--- config.mk ---
export PLATFORM = sky130hd
export DESIGN_NAME = dac_offset_search_calibrator
export DESIGN_NICKNAME = d
export VERILOG_FILES = /design/src/rtl/docal_pkg.sv /design/src/rtl/docal_div.sv /design/src/rtl/docal_ctrl.sv /design/src/rtl/docal_dp.sv /design/src/rtl/dac_offset_search_calibrator.sv
export SDC_FILE = /design/constraint.sdc
export NUM_CORES = 1
export LEC_CHECK = 0
export BUFFER_PORTS_ARGS = -buffer_cell sky130_fd_sc_hd__clkbuf_2
export CORE_MARGIN = 2
export CORE_UTILIZATION = 55
export CTS_BUF_LIST = sky130_fd_sc_hd__clkbuf_8
export CTS_CLUSTER_DIAMETER = 120
export CTS_CLUSTER_SIZE = 30
export DETAILED_ROUTE_END_ITERATION = 6
export PLACE_DENSITY_LB_ADDON = 0.05
export SETUP_SLACK_MARGIN = 0.3
export SLEW_MARGIN = 20
export SYNTH_ARGS = -nofsm -noshare
export SYNTH_HDL_FRONTEND = slang
export SYNTH_SLANG_ARGS = --single-unit
--- constraint.sdc ---
create_clock -name clk -period 23.3 [get_ports clk]
set_input_delay 1.165 -clock clk [delete_from_list [all_inputs] [get_ports clk]]
set_output_delay 1.165 -clock clk [all_outputs]
set_load 0.005 [all_outputs]
--- src/rtl/docal_pkg.sv ---
// Shared constants, codes and controller interface types for the DAC offset calibrator.
`default_nettype none
package docal_pkg;

  localparam int DAC_MIDPOINT = 128;
  localparam int PROBE_STEP   = 16;
  localparam int RANGE_LIMIT  = 16384;
  localparam int POLL_LIMIT   = 2000000;

  localparam int PROBE_UP_I = (DAC_MIDPOINT + PROBE_STEP > 255) ?
                              DAC_MIDPOINT - PROBE_STEP : DAC_MIDPOINT + PROBE_STEP;
  localparam int PROBE_DN_I = (DAC_MIDPOINT - PROBE_STEP < 0) ?
                              DAC_MIDPOINT + PROBE_STEP : DAC_MIDPOINT - PROBE_STEP;

  localparam logic [7:0]  DAC_MID  = 8'(DAC_MIDPOINT);
  localparam logic [7:0]  PROBE_UP = 8'(PROBE_UP_I);
  localparam logic [7:0]  PROBE_DN = 8'(PROBE_DN_I);
  localparam logic [16:0] RANGE_LIM = 17'(RANGE_LIMIT);
  localparam logic [20:0] POLL_LIM  = 21'(POLL_LIMIT);

  localparam int SUM_W = 35;
  localparam int CNT_W = 18;

  localparam logic [1:0] CMD_START  = 2'd0;
  localparam logic [1:0] CMD_SAMPLE = 2'd1;
  localparam logic [1:0] CMD_POLL   = 2'd2;

  localparam logic [1:0] PH_IDLE  = 2'd0;
  localparam logic [1:0] PH_INIT  = 2'd1;
  localparam logic [1:0] PH_PROBE = 2'd2;
  localparam logic [1:0] PH_ITER  = 2'd3;

  localparam logic [3:0] REG_TARGET    = 4'd0;
  localparam logic [3:0] REG_TOLERANCE = 4'd1;
  localparam logic [3:0] REG_DIRECTION = 4'd2;
  localparam logic [3:0] REG_MAX_ITER  = 4'd3;
  localparam logic [3:0] REG_WINDOW    = 4'd4;
  localparam logic [3:0] REG_SETTLE    = 4'd5;
  localparam logic [3:0] REG_SETTLE_TOL = 4'd6;
  localparam logic [3:0] REG_MAX_WIN   = 4'd7;

  localparam logic       EV_DAC    = 1'b0;
  localparam logic       EV_FINISH = 1'b1;

  typedef struct packed {
    logic accept;
    logic div_start;
    logic avg_step;
    logic eval_step;
    logic plan_step;
  } dc_cmd_t;

  typedef struct packed {
    logic out_busy;
    logic go_div;
    logic go_eval;
    logic div_done;
    logic avg_eval;
    logic eval_plan;
  } dc_stat_t;

endpackage
`default_nettype wire

--- src/rtl/docal_div.sv ---
// Bit-serial signed divider for the cumulative average, one quotient bit per cycle.
`default_nettype none
module docal_div
  import docal_pkg::*;
(
  input  wire logic                    clk,
  input  wire logic                    rst_n,
  input  wire logic                    start,
  input  wire logic signed [SUM_W-1:0] dividend,
  input  wire logic        [CNT_W-1:0] divisor,
  output logic                         done,
  output logic signed [15:0]           quotient
);

  localparam int STEPS = SUM_W;
  localparam int CW = $clog2(STEPS);

  logic             busy_r, busy_nxt;
  logic             done_r, done_nxt;
  logic [CW-1:0]    cnt_r, cnt_nxt;
  logic             neg_r, neg_nxt;
  logic [SUM_W-1:0] quo_r, quo_nxt;
  logic [CNT_W-1:0] rem_r, rem_nxt;
  logic [CNT_W-1:0] dvs_r, dvs_nxt;
  logic [CNT_W:0]   trial;

  always_comb begin
    busy_nxt = busy_r;
    done_nxt = 1'b0;
    cnt_nxt  = cnt_r;
    neg_nxt  = neg_r;
    quo_nxt  = quo_r;
    rem_nxt  = rem_r;
    dvs_nxt  = dvs_r;
    trial    = {rem_r, quo_r[SUM_W-1]};
    if (start) begin
      busy_nxt = 1'b1;
      cnt_nxt  = '0;
      neg_nxt  = dividend[SUM_W-1];
      quo_nxt  = dividend[SUM_W-1] ? SUM_W'(-dividend) : SUM_W'(dividend);
      rem_nxt  = '0;
      dvs_nxt  = divisor;
    end else if (busy_r) begin
      if (trial >= {1'b0, dvs_r}) begin
        rem_nxt = CNT_W'(trial - {1'b0, dvs_r});
        quo_nxt = {quo_r[SUM_W-2:0], 1'b1};
      end else begin
        rem_nxt = trial[CNT_W-1:0];
        quo_nxt = {quo_r[SUM_W-2:0], 1'b0};
      end
      if (cnt_r == CW'(STEPS - 1)) begin
        busy_nxt = 1'b0;
        done_nxt = 1'b1;
      end else begin
        cnt_nxt = cnt_r + 1'b1;
      end
    end
  end

  always_ff @(posedge clk) begin
    if (!rst_n) begin
      busy_r <= 1'b0;
      done_r <= 1'b0;
      cnt_r  <= '0;
    end else begin
      busy_r <= busy_nxt;
      done_r <= done_nxt;
      cnt_r  <= cnt_nxt;
    end
    neg_r <= neg_nxt;
    quo_r <= quo_nxt;
    rem_r <= rem_nxt;
    dvs_r <= dvs_nxt;
  end

  assign done     = done_r;
  assign quotient = neg_r ? $signed(-quo_r[15:0]) : $signed(quo_r[15:0]);

endmodule
`default_nettype wire

--- src/rtl/docal_ctrl.sv ---
// Sequencing state machine: request intake, divide, settle check, evaluation and search.
`default_nettype none
module docal_ctrl
  import docal_pkg::*;
(
  input  wire logic     clk,
  input  wire logic     rst_n,
  input  wire logic     in_valid,
  output logic          in_ready,
  input  wire dc_stat_t st,
  output dc_cmd_t       cmd
);

  localparam logic [2:0] ST_IN     = 3'd0;
  localparam logic [2:0] ST_DSTART = 3'd1;
  localparam logic [2:0] ST_DIV    = 3'd2;
  localparam logic [2:0] ST_AVG    = 3'd3;
  localparam logic [2:0] ST_EVAL   = 3'd4;
  localparam logic [2:0] ST_PLAN   = 3'd5;

  logic [2:0] state_r, state_nxt;
  logic       accept;

  assign in_ready = (state_r == ST_IN) && !st.out_busy;
  assign accept   = in_valid && in_ready;

  always_comb begin
    cmd.accept    = accept;
    cmd.div_start = (state_r == ST_DSTART);
    cmd.avg_step  = (state_r == ST_AVG);
    cmd.eval_step = (state_r == ST_EVAL);
    cmd.plan_step = (state_r == ST_PLAN);
  end

  always_comb begin
    state_nxt = state_r;
    case (state_r)
      ST_IN: begin
        if (accept && st.go_div) state_nxt = ST_DSTART;
        else if (accept && st.go_eval) state_nxt = ST_EVAL;
      end
      ST_DSTART: state_nxt = ST_DIV;
      ST_DIV: begin
        if (st.div_done) state_nxt = ST_AVG;
      end
      ST_AVG:  state_nxt = st.avg_eval ? ST_EVAL : ST_IN;
      ST_EVAL: state_nxt = st.eval_plan ? ST_PLAN : ST_IN;
      ST_PLAN: state_nxt = ST_IN;
      default: state_nxt = ST_IN;
    endcase
  end

  always_ff @(posedge clk) begin
    if (!rst_n) begin
      state_r <= ST_IN;
    end else begin
      state_r <= state_nxt;
    end
  end

`ifndef SYNTH
  a_div_done_in_div: assert property (@(posedge clk) disable iff (!rst_n)
    st.div_done |-> state_r == ST_DIV) else $error("divider finished outside divide state");
  a_start_then_div: assert property (@(posedge clk) disable iff (!rst_n)
    state_r == ST_DSTART |=> state_r == ST_DIV) else $error("divide did not follow start");
  a_plan_returns: assert property (@(posedge clk) disable iff (!rst_n)
    state_r == ST_PLAN |=> state_r == ST_IN) else $error("search step did not return to intake");
`endif

endmodule
`default_nettype wire

--- src/rtl/docal_dp.sv ---
// Datapath of the calibrator: settings, averaging accumulators, search state and result register.
`default_nettype none
module docal_dp
  import docal_pkg::*;
(
  input  wire logic               clk,
  input  wire logic               rst_n,
  input  wire logic               cfg_we,
  input  wire logic [3:0]         cfg_index,
  input  wire logic [15:0]        cfg_wdata,
  input  wire logic [1:0]         in_command,
  input  wire logic signed [15:0] in_sample,
  output logic                    out_valid,
  input  wire logic               out_ready,
  output logic                    out_event_kind,
  output logic [7:0]              out_dac_value,
  output logic signed [15:0]      out_measured,
  output logic                    out_ok,
  input  wire dc_cmd_t            cmd,
  output dc_stat_t                st,
  output logic signed [SUM_W-1:0] div_dividend,
  output logic [CNT_W-1:0]        div_divisor,
  input  wire logic               div_done,
  input  wire logic signed [15:0] div_quotient
);

  logic signed [15:0] tgt_r;
  logic [14:0] tol_r, stol_r;
  logic        dir_r;
  logic [7:0]  maxit_r, maxwin_r;
  logic [10:0] wsz_r;
  logic [15:0] settle_r;

  logic [1:0]  phase_r, phase_nxt;
  logic [7:0]  cur_r, cur_nxt, lo_r, lo_nxt, hi_r, hi_nxt, iter_r, iter_nxt;
  logic        slope_r, slope_nxt;
  logic [7:0]  bdac_r, bdac_nxt;
  logic signed [15:0] base_r, base_nxt, brd_r, brd_nxt, last_r, last_nxt, prev_r, prev_nxt;
  logic [16:0] berr_r, berr_nxt;
  logic signed [26:0] wsum_r, wsum_nxt;
  logic signed [SUM_W-1:0] tsum_r, tsum_nxt;
  logic [CNT_W-1:0] tcnt_r, tcnt_nxt;
  logic        havep_r, havep_nxt;
  logic [9:0]  fill_r, fill_nxt;
  logic [15:0] disc_r, disc_nxt;
  logic [7:0]  wd_r, wd_nxt;
  logic [20:0] empty_r, empty_nxt;

  logic        ov_r, ov_nxt, okv_r, okv_nxt, kind_r, kind_nxt;
  logic [7:0]  odac_r, odac_nxt;
  logic signed [15:0] omeas_r, omeas_nxt;

  logic [10:0] n_eff, fill1;
  logic [20:0] empty1;
  logic        active;
  logic signed [26:0] wsum_add;
  logic signed [17:0] ediff;
  logic [16:0] err;
  logic signed [16:0] adiff;
  logic [16:0] amag;
  logic        settled;
  logic [7:0]  wd_inc;
  logic        go_up, stop;
  logic [7:0]  nlo, nhi, nmid;
  logic        nb;
  logic        bm_en, fin_en, fin_ok;
  logic [7:0]  bm_dac, fin_dac;
  logic [1:0]  bm_ph;
  logic signed [15:0] fin_rd;
  logic [16:0] fin_mag;

  always_ff @(posedge clk) begin
    if (!rst_n) begin
      tgt_r    <= '0;
      tol_r    <= '0;
      dir_r    <= 1'b1;
      maxit_r  <= 8'd8;
      wsz_r    <= 11'd16;
      settle_r <= '0;
      stol_r   <= '0;
      maxwin_r <= 8'd8;
    end else if (cfg_we) begin
      case (cfg_index)
        REG_TARGET:     tgt_r    <= $signed(cfg_wdata);
        REG_TOLERANCE:  tol_r    <= cfg_wdata[14:0];
        REG_DIRECTION:  dir_r    <= cfg_wdata[0];
        REG_MAX_ITER:   maxit_r  <= cfg_wdata[7:0];
        REG_WINDOW:     wsz_r    <= cfg_wdata[10:0];
        REG_SETTLE:     settle_r <= cfg_wdata;
        REG_SETTLE_TOL: stol_r   <= cfg_wdata[14:0];
        REG_MAX_WIN:    maxwin_r <= cfg_wdata[7:0];
        default: ;
      endcase
    end
  end

  always_comb begin
    if (wsz_r == 11'd0) n_eff = 11'd1;
    else if (wsz_r > 11'd1024) n_eff = 11'd1024;
    else n_eff = wsz_r;
  end

  assign active   = (phase_r != PH_IDLE);
  assign fill1    = {1'b0, fill_r} + 11'd1;
  assign empty1   = empty_r + 21'd1;
  assign wsum_add = wsum_r + 27'(in_sample);
  assign ediff    = 18'(tgt_r) - 18'(last_r);
  assign err      = ediff[17] ? 17'(-ediff) : 17'(ediff);
  assign adiff    = 17'(div_quotient) - 17'(prev_r);
  assign amag     = adiff[16] ? 17'(-adiff) : 17'(adiff);
  assign settled  = havep_r && (amag <= {2'b00, stol_r});
  assign wd_inc   = wd_r + 8'd1;
  assign nb       = (err < berr_r);

  always_comb begin
    st.out_busy  = ov_r && !out_ready;
    st.go_div    = (in_command == CMD_SAMPLE) && active && (disc_r == 16'd0)
                   && (fill1 >= n_eff);
    st.go_eval   = (in_command == CMD_POLL) && active && (empty1 >= POLL_LIM);
    st.div_done  = div_done;
    st.avg_eval  = settled || (wd_inc >= maxwin_r);
    st.eval_plan = (phase_r != PH_INIT) && (err > {2'b00, tol_r});
  end

  assign div_dividend = tsum_r;
  assign div_divisor  = tcnt_r;

  always_comb begin
    phase_nxt = phase_r; cur_nxt = cur_r; lo_nxt = lo_r; hi_nxt = hi_r;
    iter_nxt = iter_r; slope_nxt = slope_r; bdac_nxt = bdac_r; base_nxt = base_r;
    brd_nxt = brd_r; berr_nxt = berr_r; last_nxt = last_r; prev_nxt = prev_r;
    wsum_nxt = wsum_r; tsum_nxt = tsum_r; tcnt_nxt = tcnt_r; havep_nxt = havep_r;
    fill_nxt = fill_r; disc_nxt = disc_r; wd_nxt = wd_r; empty_nxt = empty_r;
    ov_nxt = ov_r && !out_ready; kind_nxt = kind_r; odac_nxt = odac_r;
    omeas_nxt = omeas_r; okv_nxt = okv_r;
    bm_en = 1'b0; bm_dac = cur_r; bm_ph = phase_r;
    fin_en = 1'b0; fin_ok = 1'b0; fin_dac = bdac_r; fin_rd = brd_r;
    go_up = 1'b0; stop = 1'b0; nlo = lo_r; nhi = hi_r; nmid = cur_r;
    fin_mag = '0;

    if (cmd.accept) begin
      case (in_command)
        CMD_START: begin
          if (!active) begin
            bm_en = 1'b1; bm_dac = DAC_MID; bm_ph = PH_INIT;
          end
        end
        CMD_SAMPLE: begin
          if (active) begin
            empty_nxt = '0;
            if (disc_r != 16'd0) begin
              disc_nxt = disc_r - 16'd1;
            end else if (fill1 < n_eff) begin
              wsum_nxt = wsum_add;
              fill_nxt = fill1[9:0];
            end else begin
              tsum_nxt = tsum_r + SUM_W'(wsum_add);
              tcnt_nxt = tcnt_r + CNT_W'(n_eff);
              wsum_nxt = '0;
              fill_nxt = '0;
            end
          end
        end
        CMD_POLL: begin
          if (active) begin
            empty_nxt = empty1;
            if (empty1 >= POLL_LIM) last_nxt = 16'sh7FFF;
          end
        end
        default: ;
      endcase
    end

    if (cmd.avg_step) begin
      last_nxt = div_quotient;
      if (!settled) begin
        prev_nxt  = div_quotient;
        havep_nxt = 1'b1;
        wd_nxt    = wd_inc;
      end
    end

    if (cmd.eval_step) begin
      if (phase_r == PH_INIT) begin
        base_nxt = last_r; bdac_nxt = cur_r; brd_nxt = last_r; berr_nxt = err;
        if (err <= {2'b00, tol_r}) begin
          fin_en = 1'b1; fin_ok = 1'b1; fin_dac = cur_r; fin_rd = last_r;
        end else begin
          bm_en = 1'b1; bm_ph = PH_PROBE;
          bm_dac = dir_r ? PROBE_UP : PROBE_DN;
        end
      end else begin
        if (nb) begin
          berr_nxt = err; bdac_nxt = cur_r; brd_nxt = last_r;
          fin_dac = cur_r; fin_rd = last_r;
        end
        if (err <= {2'b00, tol_r}) begin
          fin_en = 1'b1; fin_ok = 1'b1;
        end else if (phase_r == PH_PROBE) begin
          if (last_r == base_r) slope_nxt = dir_r;
          else slope_nxt = ((last_r > base_r) == (cur_r > DAC_MID));
          lo_nxt = '0; hi_nxt = 8'hFF; iter_nxt = '0;
        end
      end
    end

    if (cmd.plan_step) begin
      go_up = slope_r ? (last_r < tgt_r) : (last_r > tgt_r);
      if (iter_r >= maxit_r) begin
        stop = 1'b1;
      end else if (go_up) begin
        if (cur_r == 8'hFF) stop = 1'b1;
        else nlo = cur_r + 8'd1;
      end else begin
        if (cur_r == 8'h00) stop = 1'b1;
        else nhi = cur_r - 8'd1;
      end
      if (!stop) begin
        lo_nxt = nlo; hi_nxt = nhi;
        if (nlo > nhi) begin
          stop = 1'b1;
        end else begin
          nmid = nlo + ((nhi - nlo) >> 1);
          if (nmid == cur_r) stop = 1'b1;
        end
      end
      if (stop) begin
        fin_en = 1'b1; fin_ok = 1'b0;
      end else begin
        iter_nxt = iter_r + 8'd1;
        bm_en = 1'b1; bm_dac = nmid; bm_ph = PH_ITER;
      end
    end

    if (bm_en) begin
      cur_nxt = bm_dac; wsum_nxt = '0; tsum_nxt = '0; tcnt_nxt = '0; fill_nxt = '0;
      disc_nxt = settle_r; wd_nxt = '0; havep_nxt = 1'b0; prev_nxt = '0;
      empty_nxt = '0; phase_nxt = bm_ph;
      ov_nxt = 1'b1; kind_nxt = EV_DAC; odac_nxt = bm_dac; omeas_nxt = '0; okv_nxt = 1'b0;
    end

    if (fin_en) begin
      fin_mag = fin_rd[15] ? 17'(-17'(fin_rd)) : 17'(fin_rd);
      phase_nxt = PH_IDLE;
      ov_nxt = 1'b1; kind_nxt = EV_FINISH;
      if (fin_mag > RANGE_LIM) begin
        odac_nxt = DAC_MID; omeas_nxt = (phase_r == PH_INIT) ? last_r : base_r;
        okv_nxt = 1'b0;
      end else begin
        odac_nxt = fin_dac; omeas_nxt = fin_rd; okv_nxt = fin_ok;
      end
    end
  end

  always_ff @(posedge clk) begin
    if (!rst_n) begin
      phase_r <= PH_IDLE; cur_r <= '0; lo_r <= '0; hi_r <= 8'hFF; iter_r <= '0;
      slope_r <= 1'b0; bdac_r <= '0; base_r <= '0; brd_r <= '0; berr_r <= '0;
      last_r <= '0; prev_r <= '0; wsum_r <= '0; tsum_r <= '0; tcnt_r <= '0;
      havep_r <= 1'b0; fill_r <= '0; disc_r <= '0; wd_r <= '0; empty_r <= '0;
      ov_r <= 1'b0;
    end else begin
      phase_r <= phase_nxt; cur_r <= cur_nxt; lo_r <= lo_nxt; hi_r <= hi_nxt;
      iter_r <= iter_nxt; slope_r <= slope_nxt; bdac_r <= bdac_nxt; base_r <= base_nxt;
      brd_r <= brd_nxt; berr_r <= berr_nxt; last_r <= last_nxt; prev_r <= prev_nxt;
      wsum_r <= wsum_nxt; tsum_r <= tsum_nxt; tcnt_r <= tcnt_nxt; havep_r <= havep_nxt;
      fill_r <= fill_nxt; disc_r <= disc_nxt; wd_r <= wd_nxt; empty_r <= empty_nxt;
      ov_r <= ov_nxt;
    end
    kind_r <= kind_nxt; odac_r <= odac_nxt; omeas_r <= omeas_nxt; okv_r <= okv_nxt;
  end

  assign out_valid      = ov_r;
  assign out_event_kind = kind_r;
  assign out_dac_value  = odac_r;
  assign out_measured   = omeas_r;
  assign out_ok         = okv_r;

endmodule
`default_nettype wire

--- src/rtl/dac_offset_search_calibrator.sv ---
// Top level of the DAC offset search calibrator: controller, datapath and serial divider.
// Usage:
// The request channel (in_valid/in_ready) carries a command and an ADC sample. A start
// request moves the trim DAC to its midpoint; sample requests feed the averaging; poll
// requests count empty polls towards a timeout. The result channel (out_valid/out_ready)
// reports either a new DAC code to apply or the finished stage with its reading and ok flag.
// A start request shows its result in the next cycle. A request that closes an averaging
// window runs the bit-serial divider and then the settle check and, when due, the evaluation
// and search steps before the next request is taken. A finished result waits in the output
// register; the block takes a new request in the same cycle as that result is taken or when
// the register is empty, so a stalled receiver holds off further requests. Settings are
// written through cfg_we, cfg_index and cfg_wdata; the user must do so only while the block
// is idle; the block does not enforce this. Reset restores idle and the default settings.
`default_nettype none
module dac_offset_search_calibrator
  import docal_pkg::*;
(
  input  wire logic               clk,
  input  wire logic               rst_n,
  input  wire logic               cfg_we,
  input  wire logic [3:0]         cfg_index,
  input  wire logic [15:0]        cfg_wdata,
  input  wire logic               in_valid,
  output logic                    in_ready,
  input  wire logic [1:0]         in_command,
  input  wire logic signed [15:0] in_sample,
  output logic                    out_valid,
  input  wire logic               out_ready,
  output logic                    out_event_kind,
  output logic [7:0]              out_dac_value,
  output logic signed [15:0]      out_measured,
  output logic                    out_ok
);

  dc_cmd_t  cmd;
  dc_stat_t st;
  logic signed [SUM_W-1:0] dividend;
  logic [CNT_W-1:0]        divisor;
  logic                    div_done;
  logic signed [15:0]      quotient;

  docal_ctrl u_ctrl (
    .clk      (clk),
    .rst_n    (rst_n),
    .in_valid (in_valid),
    .in_ready (in_ready),
    .st       (st),
    .cmd      (cmd)
  );

  docal_dp u_dp (
    .clk            (clk),
    .rst_n          (rst_n),
    .cfg_we         (cfg_we),
    .cfg_index      (cfg_index),
    .cfg_wdata      (cfg_wdata),
    .in_command     (in_command),
    .in_sample      (in_sample),
    .out_valid      (out_valid),
    .out_ready      (out_ready),
    .out_event_kind (out_event_kind),
    .out_dac_value  (out_dac_value),
    .out_measured   (out_measured),
    .out_ok         (out_ok),
    .cmd            (cmd),
    .st             (st),
    .div_dividend   (dividend),
    .div_divisor    (divisor),
    .div_done       (div_done),
    .div_quotient   (quotient)
  );

  docal_div u_div (
    .clk      (clk),
    .rst_n    (rst_n),
    .start    (cmd.div_start),
    .dividend (dividend),
    .divisor  (divisor),
    .done     (div_done),
    .quotient (quotient)
  );

endmodule
`default_nettype wire
==> key figures <==
Run status
  • Status: complete, no violations

Timing
  • Crit path time final: 9.86 ns
  • Tcrit/Tclk final: 0.423
  • Final setup fails: 0
  • Hold Vio Cnt, Final: 0
  • RSZ-0062 raised after global routing: false
  • Setup_tns: 0 ns
  • Setup ws final: 13.44 ns
  • Fmax: 0.101 GHz
  • Hold WS: 0.465 ns
  • Worst Tran Pin Value: 1.10 ns
  • Clock skew: 0.0475 ns
  • Count of final max-slew check failures: 0
  • Slew HR: 0.249

Global route
  • Vias in the first global route: 24.7k
  • GRT Resource Usage Total: 0.274
  • GR Layer Usage met1: 0.367
  • GRT overflow: 0
  • Initial antenna violation count: 2
  • Met3 usage: 0.0237
  • GRT Max-Usage Layer: met2
  • First-pass GRT wire length: 128 mm
  • Largest net degree at the start of global routing: 98
  • Met2 Use GR: 0.474

Placed design
  • Post-placement cell count: 4323
  • Place WS: 13.61 ns
  • DP Wirelength: 58.5 mm
  • GP Congestion: 0.934
  • Port Buffer Count: 70

Final layout
  • Share of cells above drive strength 1: 0.0514
  • Most common cell after layout, fill and taps aside: nand2_1
  • Finished Layout Cells: 4356
  • Final net count: 3942
  • Area Growth Syn to Fin: 4.04%
  • Most frequent cells in the layout: nand2_1 (465), dfxtp_1 (381), nor2_1 (307), ha_1 (243), a21oi_1 (232)

CTS
  • Sink count of the clock tree: 460
  • Cts hold-fix bufs: 0
  • CTS Buf Count: 19
  • Clock-pin slew on the worst setup and hold paths: 0.17 ns
  • Clock tree root driver cell: clkbuf_8
  • Setup repair bufs after CTS: 0
  • CTS tree: done
  • CTS H-tree depth: 1
  • Cts repair resizes: 0
  • CTS Buffer Depth: 3
  • Worst skew pair latency: 0.66 ns

Logic synthesis
  • Avg Cell Area, Syn: 8.14 sq um
  • Post-Synthesis Net Count: 3995
  • EDFF count, synth: 79
  • Ys async rst share: 0
  • Register area share after synthesis: 0.332
  • Cell variety after synth: 82
  • Synth Warn #: 0
  • Synthesized flop and latch total: 460
  • Mapped Cells: 3701
  • Most common flop cell mapped by yosys: dfxtp_1
  • Synthesized area: 0.0301 sq mm

Routing
  • Number of remaining DRC errors: 0
  • Vias/cell: 5.92
  • Antenna Violating Nets Remaining: 0
  • 1st-pass router iterations: 6
  • Wirelength per Cell: 18.1 um
  • Final wirelength: 78.8 mm
  • Routed via count: 25.8k
  • DR iter-0 viols: 1779

Critical path
  • CP delay by family, top: compound AO/OA/AOI/OAI gates
  • Arrival @ worst endpoint: 10.37 ns
  • Slowest CP cell: mux2i_1
  • WP data required: 23.81 ns
  • CP Buf/Inv Count: 3
  • Worst r2r src: u_dp.last_r[7]
  • CP peak stage delay: 0.87 ns
  • CP Max Fanout: 30
  • Cells on worst reg2reg path: 31
  • CP Launch Type: flop
  • WS Path Type: flop to flop
  • Critical Path End Type: flop
  • FF-to-FF End: u_dp.out_measured[8]
  • R2r setup slk: 13.44 ns

Worst hold path
  • Hold Path Class: flop to flop
  • Hold_sp: u_dp.wsum_r[13]
  • Hold-critical path depth: 2
  • Hold EP: u_dp.wsum_r[13]

Power and ir drop
  • Pleak: 12.4 nW
  • Power Density: 42.8 mW/mm^2
  • Peak VDD IR: 45.9 uV

Floorplan
  • Starting Density: 0.558
  • Std cell rows: 85
  • Core Footprint: 0.0539 sq mm
  • Boundary Pins: 71
  • Die area: 0.0566 sq mm
  • Die X-Extent: 238 um
  • Die Span Y: 238 um

Run
  • Max-cap violations: 0
==> cell families (layout without fill, tap and decap cells) <==
group	count (synthesis)	in the layout	synth area share
and+or+nand+nor	1352	1352	0.214
xor gates and xnor gates	226	226	0.0662
buffers and inverters	398	356	0.0506
DFF	460	460	0.332
muxes	110	110	0.0368
adders and majority gates	251	251	0.106
other	0	1	0
AOI/OAI and AO/OA	904	904	0.194
==> worst reg2reg max path, delay by kind of cell, from the launching register on <==
kind	cells	cell delay, ns
compound gates	12	3.16
simple gates	10	2.76
fa+ha+maj	3	1.04
mux	1	0.88
flops	1	0.69
buf+inv	3	0.69
xor+xnor	2	0.49
==> registers in the layout (all words and copies together) (netlist names), 17 cells and up <==
name and cells:
u_div.dvs_r 18, u_div.quo_r 35, u_div.rem_r 18, u_dp.berr_r 17, u_dp.div_dividend 35, u_dp.div_divisor 18
u_dp.empty_r 21, u_dp.wsum_r 27
==> final cells by class <==
class,count,area (sq um)
Fill cell,4963,22600
Tap cell,696,871
Clock buffer,20,275
Sequential cell,460,10000
Clock inverter,12,66.3
Timing Repair Buffer,103,601
Inverter,221,830
Multi-Input combinational cell,2843,18700
Antenna cell,1,2.50
==> cell usage after synthesis, types with 19 or more instances <==
cell type  instances  area, sq um
nand2_1          467         1750
dfxtp_1          381         7630
nor2_1           308         1160
ha_1             243         3040
a21oi_1          234         1170
inv_1            219          822
o21ai_0          206         1030
clkbuf_1         157          589
xnor2_1          135         1180
mux2i_1          104         1040
nor2b_1          103          644
a21boi_0         100          751
xor2_1            90          788
nor3_1            84          420
nand3_1           80          400
edfxtp_1          79         2370
a211oi_1          44          330
o21a_1            44          330
a21o_1            43          323
or3_1             43          269
nand2b_1          42          263
nand4_1           37          231
o31ai_1           35          263
a31oi_1           34          213
and3_1            34          213
and2_1            32          200
nor4_1            29          181
nor3b_1           28          210
or2_2             21          131
nand3b_1          19          143
o21bai_1          19          143
==> power by group <==
group	total (mW)	internal (mW)	switching (mW)	leakage (nW)
registers	0.814	0.811	0.00316	3.82
clock network	0.335	0.0829	0.252	0.203
logic	0.192	0.0736	0.118	8.38
==> through the flow <==
step | utilization | cell area [sq um] | power, mW
2_1_floorplan | - | 30100 | 0.965
4_1_cts | 0.581 | 31300 | 1.35
6_report | 0.581 | 31300 | 1.34
3_5_place_dp | 0.574 | 31000 | 1.02
5_1_grt | 0.581 | 31300 | 1.40
3_3_place_gp | 0.574 | 31000 | 1.02
==> how the worst max path moves through the flow <==
stage / from / to / slack, ns / cells after the start
3_5_place_dp: u_dp.last_r[4] / u_dp.out_measured[3] / 13.61 / 33
5_1_grt: u_dp.last_r[4] / u_dp.out_measured[8] / 12.90 / 33
2_1_floorplan: u_dp.last_r[2] / u_dp.out_measured[12] / 15.27 / 35
4_1_cts: u_dp.last_r[4] / u_dp.out_measured[8] / 13.52 / 33
3_3_place_gp: u_dp.last_r[0] / u_dp.out_measured[3] / 13.83 / 33
6_report: u_dp.last_r[7] / u_dp.out_measured[8] / 13.44 / 31
==> layer usage <==
layer | vias to the layer above | wire length (um)
met4 | 0 | 1940
met3 | 111 | 3480
li1 | 12857 | -
met1 | 12210 | 36400
met5 | - | 0
met2 | 610 | 37000
Power figures use the tool's default switching activity.
